## config.mk

```make
export PLATFORM = sky130hd
export DESIGN_NAME = byte_level_bpe_token_decoder
export DESIGN_NICKNAME = d
export VERILOG_FILES = /design/src/hw/rtl/bbtd_pkg.sv /design/src/hw/rtl/byte_level_bpe_token_decoder.sv /design/src/hw/rtl/bbtd_front.sv /design/src/hw/rtl/bbtd_queue.sv /design/src/hw/rtl/bbtd_back.sv
export SDC_FILE = /design/constraint.sdc
export NUM_CORES = 1
export LEC_CHECK = 0
export ABC_AREA = 1
export BUFFER_PORTS_ARGS = -buffer_cell sky130_fd_sc_hd__buf_2
export CORE_ASPECT_RATIO = 2
export CORE_MARGIN = 4
export CORE_UTILIZATION = 50
export DETAILED_ROUTE_END_ITERATION = 8
export GPL_TIMING_DRIVEN = 0
export HOLD_SLACK_MARGIN = 0.1
export PLACE_DENSITY = 0.66
export SLEW_MARGIN = 15
export SYNTH_ARGS = -nofsm -noshare
export SYNTH_HDL_FRONTEND = slang
export SYNTH_SLANG_ARGS = --single-unit
export TNS_END_PERCENT = 30
```

## constraint.sdc

```tcl
create_clock -name clk -period 12.81 [get_ports clk]
set_clock_uncertainty 0.1 [all_clocks]
set_input_delay 1.9215 -clock clk [delete_from_list [all_inputs] [get_ports clk]]
set_output_delay 1.9215 -clock clk [all_outputs]
set_load 0.03 [all_outputs]
```

## src/hw/rtl/bbtd_pkg.sv

```systemverilog
`timescale 1ns / 1ps
`default_nettype none
// ----------------------------------------------------------------------------
// bbtd_pkg
// Shared types, constants and the byte-to-unicode inverse map for the
// byte-level token decoder.
// ----------------------------------------------------------------------------
package bbtd_pkg;

    // sizes
    localparam int unsigned GRP_MAX     = 4;   // most result bytes per input item
    localparam int unsigned GRP_CNT_W   = 3;   // holds 0..GRP_MAX
    localparam int unsigned GRP_IDX_W   = 2;   // indexes 0..GRP_MAX-1
    localparam int unsigned PEND_MAX    = 3;   // pending bytes of an open sequence
    localparam int unsigned QUEUE_DEPTH = 4;
    localparam int unsigned QPTR_W      = 2;
    localparam int unsigned QCNT_W      = 3;

    // utf-8 class masks
    localparam logic [7:0] LEAD2_MASK = 8'he0;
    localparam logic [7:0] LEAD2_VAL  = 8'hc0;
    localparam logic [7:0] LEAD3_MASK = 8'hf0;
    localparam logic [7:0] LEAD3_VAL  = 8'he0;
    localparam logic [7:0] LEAD4_MASK = 8'hf8;
    localparam logic [7:0] LEAD4_VAL  = 8'hf0;
    localparam logic [7:0] CONT_MASK  = 8'hc0;
    localparam logic [7:0] CONT_VAL   = 8'h80;

    // inverse map ranges
    localparam logic [7:0] DIRECT_A_LO = 8'd33;
    localparam logic [7:0] DIRECT_A_HI = 8'd126;
    localparam logic [7:0] DIRECT_B_LO = 8'd161;
    localparam logic [7:0] DIRECT_B_HI = 8'd172;
    localparam logic [7:0] DIRECT_C_LO = 8'd174;
    localparam logic [7:0] EXTRA_LOW_HI  = 8'd32;  // 256..288 -> 0..32
    localparam logic [7:0] EXTRA_MID_HI  = 8'd66;  // 289..322 -> 127..160
    localparam logic [7:0] EXTRA_MID_ADD = 8'd94;  // 127 - 33
    localparam logic [7:0] EXTRA_SOFT    = 8'd67;  // 323 -> 173
    localparam logic [7:0] SOFT_HYPHEN   = 8'd173;

    // one input item's worth of result bytes
    typedef struct packed {
        logic [GRP_MAX-1:0][7:0] data;
        logic [GRP_CNT_W-1:0]    cnt;
        logic                    last;
    } group_t;

    typedef struct packed {
        logic       hit;
        logic [7:0] value;
    } map_t;

    // inverse of the byte-to-unicode table for code points below 512
    function automatic map_t inv_map(input logic [8:0] cp);
        map_t       r;
        logic [7:0] w;
        begin
            w = cp[7:0];
            r.hit   = 1'b0;
            r.value = w;
            if (!cp[8]) begin
                r.hit = ((w >= DIRECT_A_LO) && (w <= DIRECT_A_HI)) ||
                        ((w >= DIRECT_B_LO) && (w <= DIRECT_B_HI)) ||
                        (w >= DIRECT_C_LO);
            end else if (w <= EXTRA_LOW_HI) begin
                r.hit = 1'b1;
            end else if (w <= EXTRA_MID_HI) begin
                r.hit   = 1'b1;
                r.value = w + EXTRA_MID_ADD;
            end else if (w == EXTRA_SOFT) begin
                r.hit   = 1'b1;
                r.value = SOFT_HYPHEN;
            end
            return r;
        end
    endfunction

endpackage
`default_nettype wire

```

## src/hw/rtl/byte_level_bpe_token_decoder.sv

```systemverilog
`timescale 1ns / 1ps
`default_nettype none
// ----------------------------------------------------------------------------
// byte_level_bpe_token_decoder
// Turns the utf-8 text bytes of a token back into its original bytes.
// ----------------------------------------------------------------------------
// Input channel in_valid/in_stall carries one text byte per item (in_byte)
// with in_last on the final byte of a token. Output channel
// out_valid/out_stall carries one decoded byte per item with out_last on the
// final byte of the token's output.
// An input item can be taken every cycle while in_stall is low. Each item
// yields zero to four output bytes; the back end drains one byte per cycle
// unless out_stall holds it, each byte via the queue and output register.
// A four-entry group queue separates the classifier from the output walker;
// in_stall is high only while that queue is full.
// Stalling the output holds out_byte/out_last steady and lets the queue fill
// up, after which the input is stalled as well. Nothing is dropped.
// Reset empties the queue and output register and clears the open sequence.
// ----------------------------------------------------------------------------
module byte_level_bpe_token_decoder
    import bbtd_pkg::*;
(
    input  wire logic       clk,
    input  wire logic       rst_n,
    input  wire logic       in_valid,
    output logic            in_stall,
    input  wire logic [7:0] in_byte,
    input  wire logic       in_last,
    output logic            out_valid,
    input  wire logic       out_stall,
    output logic [7:0]      out_byte,
    output logic            out_last
);

    logic   q_full;
    logic   q_empty;
    logic   push;
    logic   pop;
    group_t push_grp;
    group_t head;

    assign in_stall = q_full;

    // classifier and pending state
    bbtd_front u_front (
        .clk      (clk),
        .rst_n    (rst_n),
        .in_valid (in_valid),
        .in_byte  (in_byte),
        .in_last  (in_last),
        .q_full   (q_full),
        .push     (push),
        .push_grp (push_grp)
    );

    // group queue
    bbtd_queue u_queue (
        .clk      (clk),
        .rst_n    (rst_n),
        .push     (push),
        .push_grp (push_grp),
        .pop      (pop),
        .full     (q_full),
        .empty    (q_empty),
        .head     (head)
    );

    // output walker
    bbtd_back u_back (
        .clk       (clk),
        .rst_n     (rst_n),
        .q_empty   (q_empty),
        .head      (head),
        .pop       (pop),
        .out_valid (out_valid),
        .out_stall (out_stall),
        .out_byte  (out_byte),
        .out_last  (out_last)
    );

endmodule
`default_nettype wire

```

## src/hw/rtl/bbtd_front.sv

```systemverilog
`timescale 1ns / 1ps
`default_nettype none
// ----------------------------------------------------------------------------
// bbtd_front
// Accepts input bytes, tracks the open utf-8 sequence and turns each item
// into a group of zero to four result bytes for the queue.
// ----------------------------------------------------------------------------
module bbtd_front
    import bbtd_pkg::*;
(
    input  wire logic       clk,
    input  wire logic       rst_n,
    input  wire logic       in_valid,
    input  wire logic [7:0] in_byte,
    input  wire logic       in_last,
    input  wire logic       q_full,
    output logic            push,
    output group_t          push_grp
);

    logic [1:0]               cnt_reg;
    logic [1:0]               cnt_next;
    logic [PEND_MAX-1:0][7:0] pend_reg;
    logic [PEND_MAX-1:0][7:0] pend_next;

    logic        accept;
    logic        in_is_lead;
    logic        in_is_cont;
    logic        lead2;
    logic        lead3;
    logic [2:0]  need;
    logic        seq_done;
    logic [20:0] cp;
    map_t        mapped;
    group_t      grp;
    logic [2:0]  n;

    assign accept = in_valid && !q_full;

    // classify the incoming byte
    assign in_is_lead = ((in_byte & LEAD2_MASK) == LEAD2_VAL) ||
                        ((in_byte & LEAD3_MASK) == LEAD3_VAL) ||
                        ((in_byte & LEAD4_MASK) == LEAD4_VAL);
    assign in_is_cont = ((in_byte & CONT_MASK) == CONT_VAL);

    // sequence length from the stored lead byte
    assign lead2 = ((pend_reg[0] & LEAD2_MASK) == LEAD2_VAL);
    assign lead3 = ((pend_reg[0] & LEAD3_MASK) == LEAD3_VAL);
    assign need  = lead2 ? 3'd2 : (lead3 ? 3'd3 : 3'd4);
    assign seq_done = ({1'b0, cnt_reg} + 3'd1) >= need;

    // code point of the sequence completed by this byte
    always_comb
    begin
        if (lead2)
        begin
            cp = {10'd0, pend_reg[0][4:0], in_byte[5:0]};
        end
        else if (lead3)
        begin
            cp = {5'd0, pend_reg[0][3:0], pend_reg[1][5:0], in_byte[5:0]};
        end
        else
        begin
            cp = {pend_reg[0][2:0], pend_reg[1][5:0], pend_reg[2][5:0], in_byte[5:0]};
        end
    end

    always_comb
    begin
        mapped = inv_map(cp[8:0]);
        if (cp[20:9] != 12'd0)
        begin
            mapped.hit = 1'b0;
        end
    end

    // build the result group and the next pending state
    always_comb
    begin
        grp       = '0;
        n         = '0;
        cnt_next  = cnt_reg;
        pend_next = pend_reg;
        if (cnt_reg == 2'd0)
        begin
            if (in_is_lead)
            begin
                pend_next[0] = in_byte;
                cnt_next     = 2'd1;
            end
            else
            begin
                grp.data[n[1:0]] = in_byte;
                n = n + 3'd1;
            end
        end
        else if (in_is_cont)
        begin
            if (seq_done)
            begin
                if (mapped.hit)
                begin
                    grp.data[n[1:0]] = mapped.value;
                    n = n + 3'd1;
                end
                else
                begin
                    // no map entry: raw bytes pass through
                    for (int i = 0; i < PEND_MAX; i++)
                    begin
                        if (2'(i) < cnt_reg)
                        begin
                            grp.data[n[1:0]] = pend_reg[i];
                            n = n + 3'd1;
                        end
                    end
                    grp.data[n[1:0]] = in_byte;
                    n = n + 3'd1;
                end
                cnt_next = 2'd0;
            end
            else
            begin
                pend_next[cnt_reg] = in_byte;
                cnt_next = cnt_reg + 2'd1;
            end
        end
        else
        begin
            // broken sequence: flush raw, then restart with this byte
            for (int i = 0; i < PEND_MAX; i++)
            begin
                if (2'(i) < cnt_reg)
                begin
                    grp.data[n[1:0]] = pend_reg[i];
                    n = n + 3'd1;
                end
            end
            cnt_next = 2'd0;
            if (in_is_lead)
            begin
                pend_next[0] = in_byte;
                cnt_next     = 2'd1;
            end
            else
            begin
                grp.data[n[1:0]] = in_byte;
                n = n + 3'd1;
            end
        end
        // end of token: flush what is still pending
        if (in_last)
        begin
            for (int i = 0; i < PEND_MAX; i++)
            begin
                if (2'(i) < cnt_next)
                begin
                    grp.data[n[1:0]] = pend_next[i];
                    n = n + 3'd1;
                end
            end
            cnt_next = 2'd0;
        end
        grp.cnt  = n;
        grp.last = in_last;
    end

    assign push     = accept && (n != 3'd0);
    assign push_grp = grp;

    // pending count
    always_ff @(posedge clk or negedge rst_n)
    begin
        if (!rst_n)
        begin
            cnt_reg <= 2'd0;
        end
        else if (accept)
        begin
            cnt_reg <= cnt_next;
        end
    end

    // pending bytes
    always_ff @(posedge clk or negedge rst_n)
    begin
        if (!rst_n)
        begin
            pend_reg <= '0;
        end
        else if (accept)
        begin
            pend_reg <= pend_next;
        end
    end

endmodule
`default_nettype wire

```

## src/hw/rtl/bbtd_queue.sv

```systemverilog
`timescale 1ns / 1ps
`default_nettype none
// ----------------------------------------------------------------------------
// bbtd_queue
// Short fifo of result groups between the front and the back.
// ----------------------------------------------------------------------------
module bbtd_queue
    import bbtd_pkg::*;
(
    input  wire logic   clk,
    input  wire logic   rst_n,
    input  wire logic   push,
    input  wire group_t push_grp,
    input  wire logic   pop,
    output logic        full,
    output logic        empty,
    output group_t      head
);

    group_t             mem_reg [QUEUE_DEPTH];
    logic [QPTR_W-1:0]  wr_ptr_reg;
    logic [QPTR_W-1:0]  rd_ptr_reg;
    logic [QCNT_W-1:0]  cnt_reg;
    logic               do_push;
    logic               do_pop;

    assign full    = (cnt_reg == QCNT_W'(QUEUE_DEPTH));
    assign empty   = (cnt_reg == '0);
    assign do_push = push && !full;
    assign do_pop  = pop && !empty;
    assign head    = mem_reg[rd_ptr_reg];

    // pointers and fill level
    always_ff @(posedge clk or negedge rst_n)
    begin
        if (!rst_n)
        begin
            wr_ptr_reg <= '0;
            rd_ptr_reg <= '0;
            cnt_reg    <= '0;
        end
        else
        begin
            if (do_push)
            begin
                wr_ptr_reg <= wr_ptr_reg + QPTR_W'(1);
            end
            if (do_pop)
            begin
                rd_ptr_reg <= rd_ptr_reg + QPTR_W'(1);
            end
            if (do_push && !do_pop)
            begin
                cnt_reg <= cnt_reg + QCNT_W'(1);
            end
            else if (do_pop && !do_push)
            begin
                cnt_reg <= cnt_reg - QCNT_W'(1);
            end
        end
    end

    // storage
    always_ff @(posedge clk)
    begin
        if (do_push)
        begin
            mem_reg[wr_ptr_reg] <= push_grp;
        end
    end

endmodule
`default_nettype wire

```

## src/hw/rtl/bbtd_back.sv

```systemverilog
`timescale 1ns / 1ps
`default_nettype none
// ----------------------------------------------------------------------------
// bbtd_back
// Walks the head group one byte at a time into the output register.
// ----------------------------------------------------------------------------
module bbtd_back
    import bbtd_pkg::*;
(
    input  wire logic   clk,
    input  wire logic   rst_n,
    input  wire logic   q_empty,
    input  wire group_t head,
    output logic        pop,
    output logic        out_valid,
    input  wire logic   out_stall,
    output logic [7:0]  out_byte,
    output logic        out_last
);

    logic [GRP_IDX_W-1:0] idx_reg;
    logic [GRP_IDX_W-1:0] idx_next;
    logic                 valid_reg;
    logic                 valid_next;
    logic [7:0]           byte_reg;
    logic [7:0]           byte_next;
    logic                 last_reg;
    logic                 last_next;
    logic                 load;
    logic                 at_end;

    assign load   = !valid_reg || !out_stall;
    assign at_end = ({1'b0, idx_reg} == (head.cnt - GRP_CNT_W'(1)));
    assign pop    = load && !q_empty && at_end;

    // next output byte from the head group
    always_comb
    begin
        idx_next   = idx_reg;
        valid_next = valid_reg;
        byte_next  = byte_reg;
        last_next  = last_reg;
        if (load)
        begin
            valid_next = !q_empty;
            if (!q_empty)
            begin
                byte_next = head.data[idx_reg];
                last_next = head.last && at_end;
                idx_next  = at_end ? '0 : idx_reg + GRP_IDX_W'(1);
            end
        end
    end

    // control state
    always_ff @(posedge clk or negedge rst_n)
    begin
        if (!rst_n)
        begin
            idx_reg   <= '0;
            valid_reg <= 1'b0;
        end
        else
        begin
            idx_reg   <= idx_next;
            valid_reg <= valid_next;
        end
    end

    // output payload
    always_ff @(posedge clk)
    begin
        byte_reg <= byte_next;
        last_reg <= last_next;
    end

    assign out_valid = valid_reg;
    assign out_byte  = byte_reg;
    assign out_last  = last_reg;

endmodule
`default_nettype wire

```

==> flow_summary.toml <==
[synth]
syn_nets = 1491
synth_area_mm2 = 0.0117
synthFlopType = "edfxtp_1"
yosys_register_bits = 189
synth_cells = 1447
yosysWarningCount = 0
async_reset_ff_share_pct = 19.0
synth-edff-count = 153
yosysSeqAreaShare_pct = 47.1
syn-mean-instance-area_um2 = 8.07
ys_types = 52

[cts]
post-cts-setup-buffers = 0
clk_latency_ns = 0.46
root_buffer = "clkbuf_16"
clock_path_buffers = 2
postCtsHoldBufs = 0
clk_pin_slew_ns = 0.07
htreeDepth = 4
numCtsBuffers = 17
cts_resized = 0
tritoncts = "done"
clock-sinks = 189

[sta]
fmax_mhz = 139
worst_hold_slack_ns = 0.381
maxSlewViolCount = 0
fin_tns_setup_ns = 0
hold_viol = 0
setup_viol = 0
worst_pin_slew_ns = 0.949
fin_crit_sh_pct = 56.0
rsz0062_at_grt = "false"
post-route-min-period_ns = 7.17
setup_ws_ns = 5.64
slew_headroom_pct = 35.9

[worst_setup_path]
critPathMaxFanout = 10
critPathLaunchType = "primary input"
path_delay_family = "simple AND/OR/NAND/NOR gates"
cp_num_buf_inv = 10
path_class = "in2reg"
slowest_delay_ns = 0.43
endpoint_kind = "flip-flop"
crit_slowest_cell = "fa_1"
crit_cells = 45
path_common_cell = "nand2_1"
required_ns = 13.03
reg2reg_depth = 42
cp.arrival_ns = 7.40

[route]
wl_met1_mm = 14.0
first_pass_iters = 5
top_layer_used = "met4"
wl_met3_mm = 2.34
vias = 11000
drt_wl_total_mm = 44.7
drc = 0
dr_wl_met2_mm = 23.6
antenna_left = 0
wl_per_cell_um = 25.0
drtIter0Drc = 913
via_per_inst = 6.15

[floorplanning]
start_util_pct = 51.1
num_io_pins = 24
core-area_mm2 = 0.0228
dieHeight_um = 224
die_area_mm2 = 0.0260
die_x_um = 116
rows = 78

[final_layout]
n_antenna_cell = 0
fillerInstances = 2208
drive_gt1_share_pct = 6.99
final_cells = 1783
fin_nets = 1534
synthToLayoutAreaGrowth_pct = 9.77
largest_reg_flops = 144
final_common_cell = "nand2_1"
multiInputGateArea_mm2 = 0.00532
seqCellArea_mm2 = 0.00550
final_cell_mix = "326 x nand2_1, 214 x o21ai_0, 153 x edfxtp_1"

[power]
leakage_nw = 5.23
pwr-share-clk_pct = 18.1
power_mw = 2.87
internal_power_mw = 1.50
switching_share_pct = 47.8
irDropWorstVdd_mv = 0.181
power.switching_mw = 1.37
power_density_mw_per_mm2 = 224
seq_power_share_pct = 32.6
p_comb_share_pct = 49.3

[placement]
port_buffers = 20
pre_cts_ws_ns = 5.24
numPlacedInstances = 1751
dp_hpwl_mm = 34.8
gp_congestion = 1.04

[global_route]
grt_start_max_net_pins = 37
antenna_found_initial = 0
grt_overflow = 0
grt_pass1_wl_mm = 66.5
grt_usage_pct = 35.3
first_global_vias = 11200

[run]
maxCapViolCount = 0

[worst_hold_path]
holdPathStages = 2
hold_path_class = "reg2reg"

[run_status]
status = "finished clean"
==> power groups by stage <==
stage               Sequential [mW]  Clock [mW]  Combinational, mW
finish                        0.934       0.518               1.41
global route                  0.944       0.544               1.55
CTS                           0.932       0.520               1.40
detailed placement            0.945           0               1.39
global placement              0.951           0               1.35
floorplan                     0.957           0              0.863
==> cell families (layout without fill, tap and decap cells) <==
logic type               Yosys count  in the layout  synth area share [%]
AO/OA/AOI/OAI                    421            421                  20.8
XOR/XNOR                          10             10                 0.750
adder cells (fa/ha/maj)           31             31                  3.39
buffers and inverters            229            285                  7.57
flip-flops                       189            189                  47.1
multiplexers                       1              1                0.0965
AND/OR/NAND/NOR                  566            566                  20.3
==> cell usage after synthesis, types with 4 or more instances <==
library cell  count  area share [%]
dfrtp_1          36             7.7
o31ai_1          12            0.77
clkbuf_1         69             2.2
nand2_1         326              10
o21ai_0         214             9.2
a21oi_1          90             3.9
buf_2             6            0.26
o221ai_1         32             2.4
edfxtp_1        153              39
nor2_1          135             4.3
xor2_1            8            0.60
o211ai_1         16             1.0
inv_2            11            0.35
a221oi_1          6            0.45
ha_1             30             3.2
nand2_2           5            0.27
a22oi_1           4            0.26
o22ai_1          18            0.96
buf_1             5            0.16
nand4_1           7            0.38
nand3_1          71             3.0
a31oi_1           5            0.27
o21ai_1           7            0.30
inv_1           132             4.2
==> stage by stage <==
stage	utilization (%)	cell area, um2
after floorplan	-	11700
after global placement	53.1	12100
after detailed placement	53.6	12200
after CTS	56.1	12800
after global routing	56.1	12800
final	56.1	12800
==> final cells by class <==
class                   instances  share of cell area [%]
plain buffers                  83                    2.58
clock buffers                  17                    3.32
clock inverters                15                    1.14
inverters                     146                    4.32
multi-input cells            1029                    41.5
flip-flops and latches        189                    42.9
well taps                     280                    2.73
repair buffers                 24                    1.46
==> per-layer routing <==
layer	up-vias	track usage, %
met5	-	0
met4	0	30.9
met3	236	7.06
met2	520	63.9
met1	5125	32.0
li1	5080	-
==> path summary, 6_finish.rpt <==
path                                       from                    to  slack [ns]
min in group asynchronous                 rst_n    u_front.cnt_reg[0]        1.52
max in group asynchronous                 rst_n    u_queue.cnt_reg[2]       10.50
min reg2reg                u_front.pend_reg[15]  u_front.pend_reg[15]        0.38
max                                  in_byte[2]    u_queue.cnt_reg[2]        5.64
max reg2reg                 u_front.pend_reg[7]    u_queue.cnt_reg[2]        5.92
min                        u_front.pend_reg[15]  u_front.pend_reg[15]        0.38
==> worst register-to-register path: cells and delay by family, from the launching register on <==
kind	cells	cell delay, ns
and+or+nand+nor	23	3.43
adders and majority gates	6	1.51
buffers and inverters	10	0.93
DFF	1	0.39
AOI/OAI and AO/OA	2	0.27
xor gates and xnor gates	1	0.16
No activity file was read; power rests on OpenSTA's default activity.
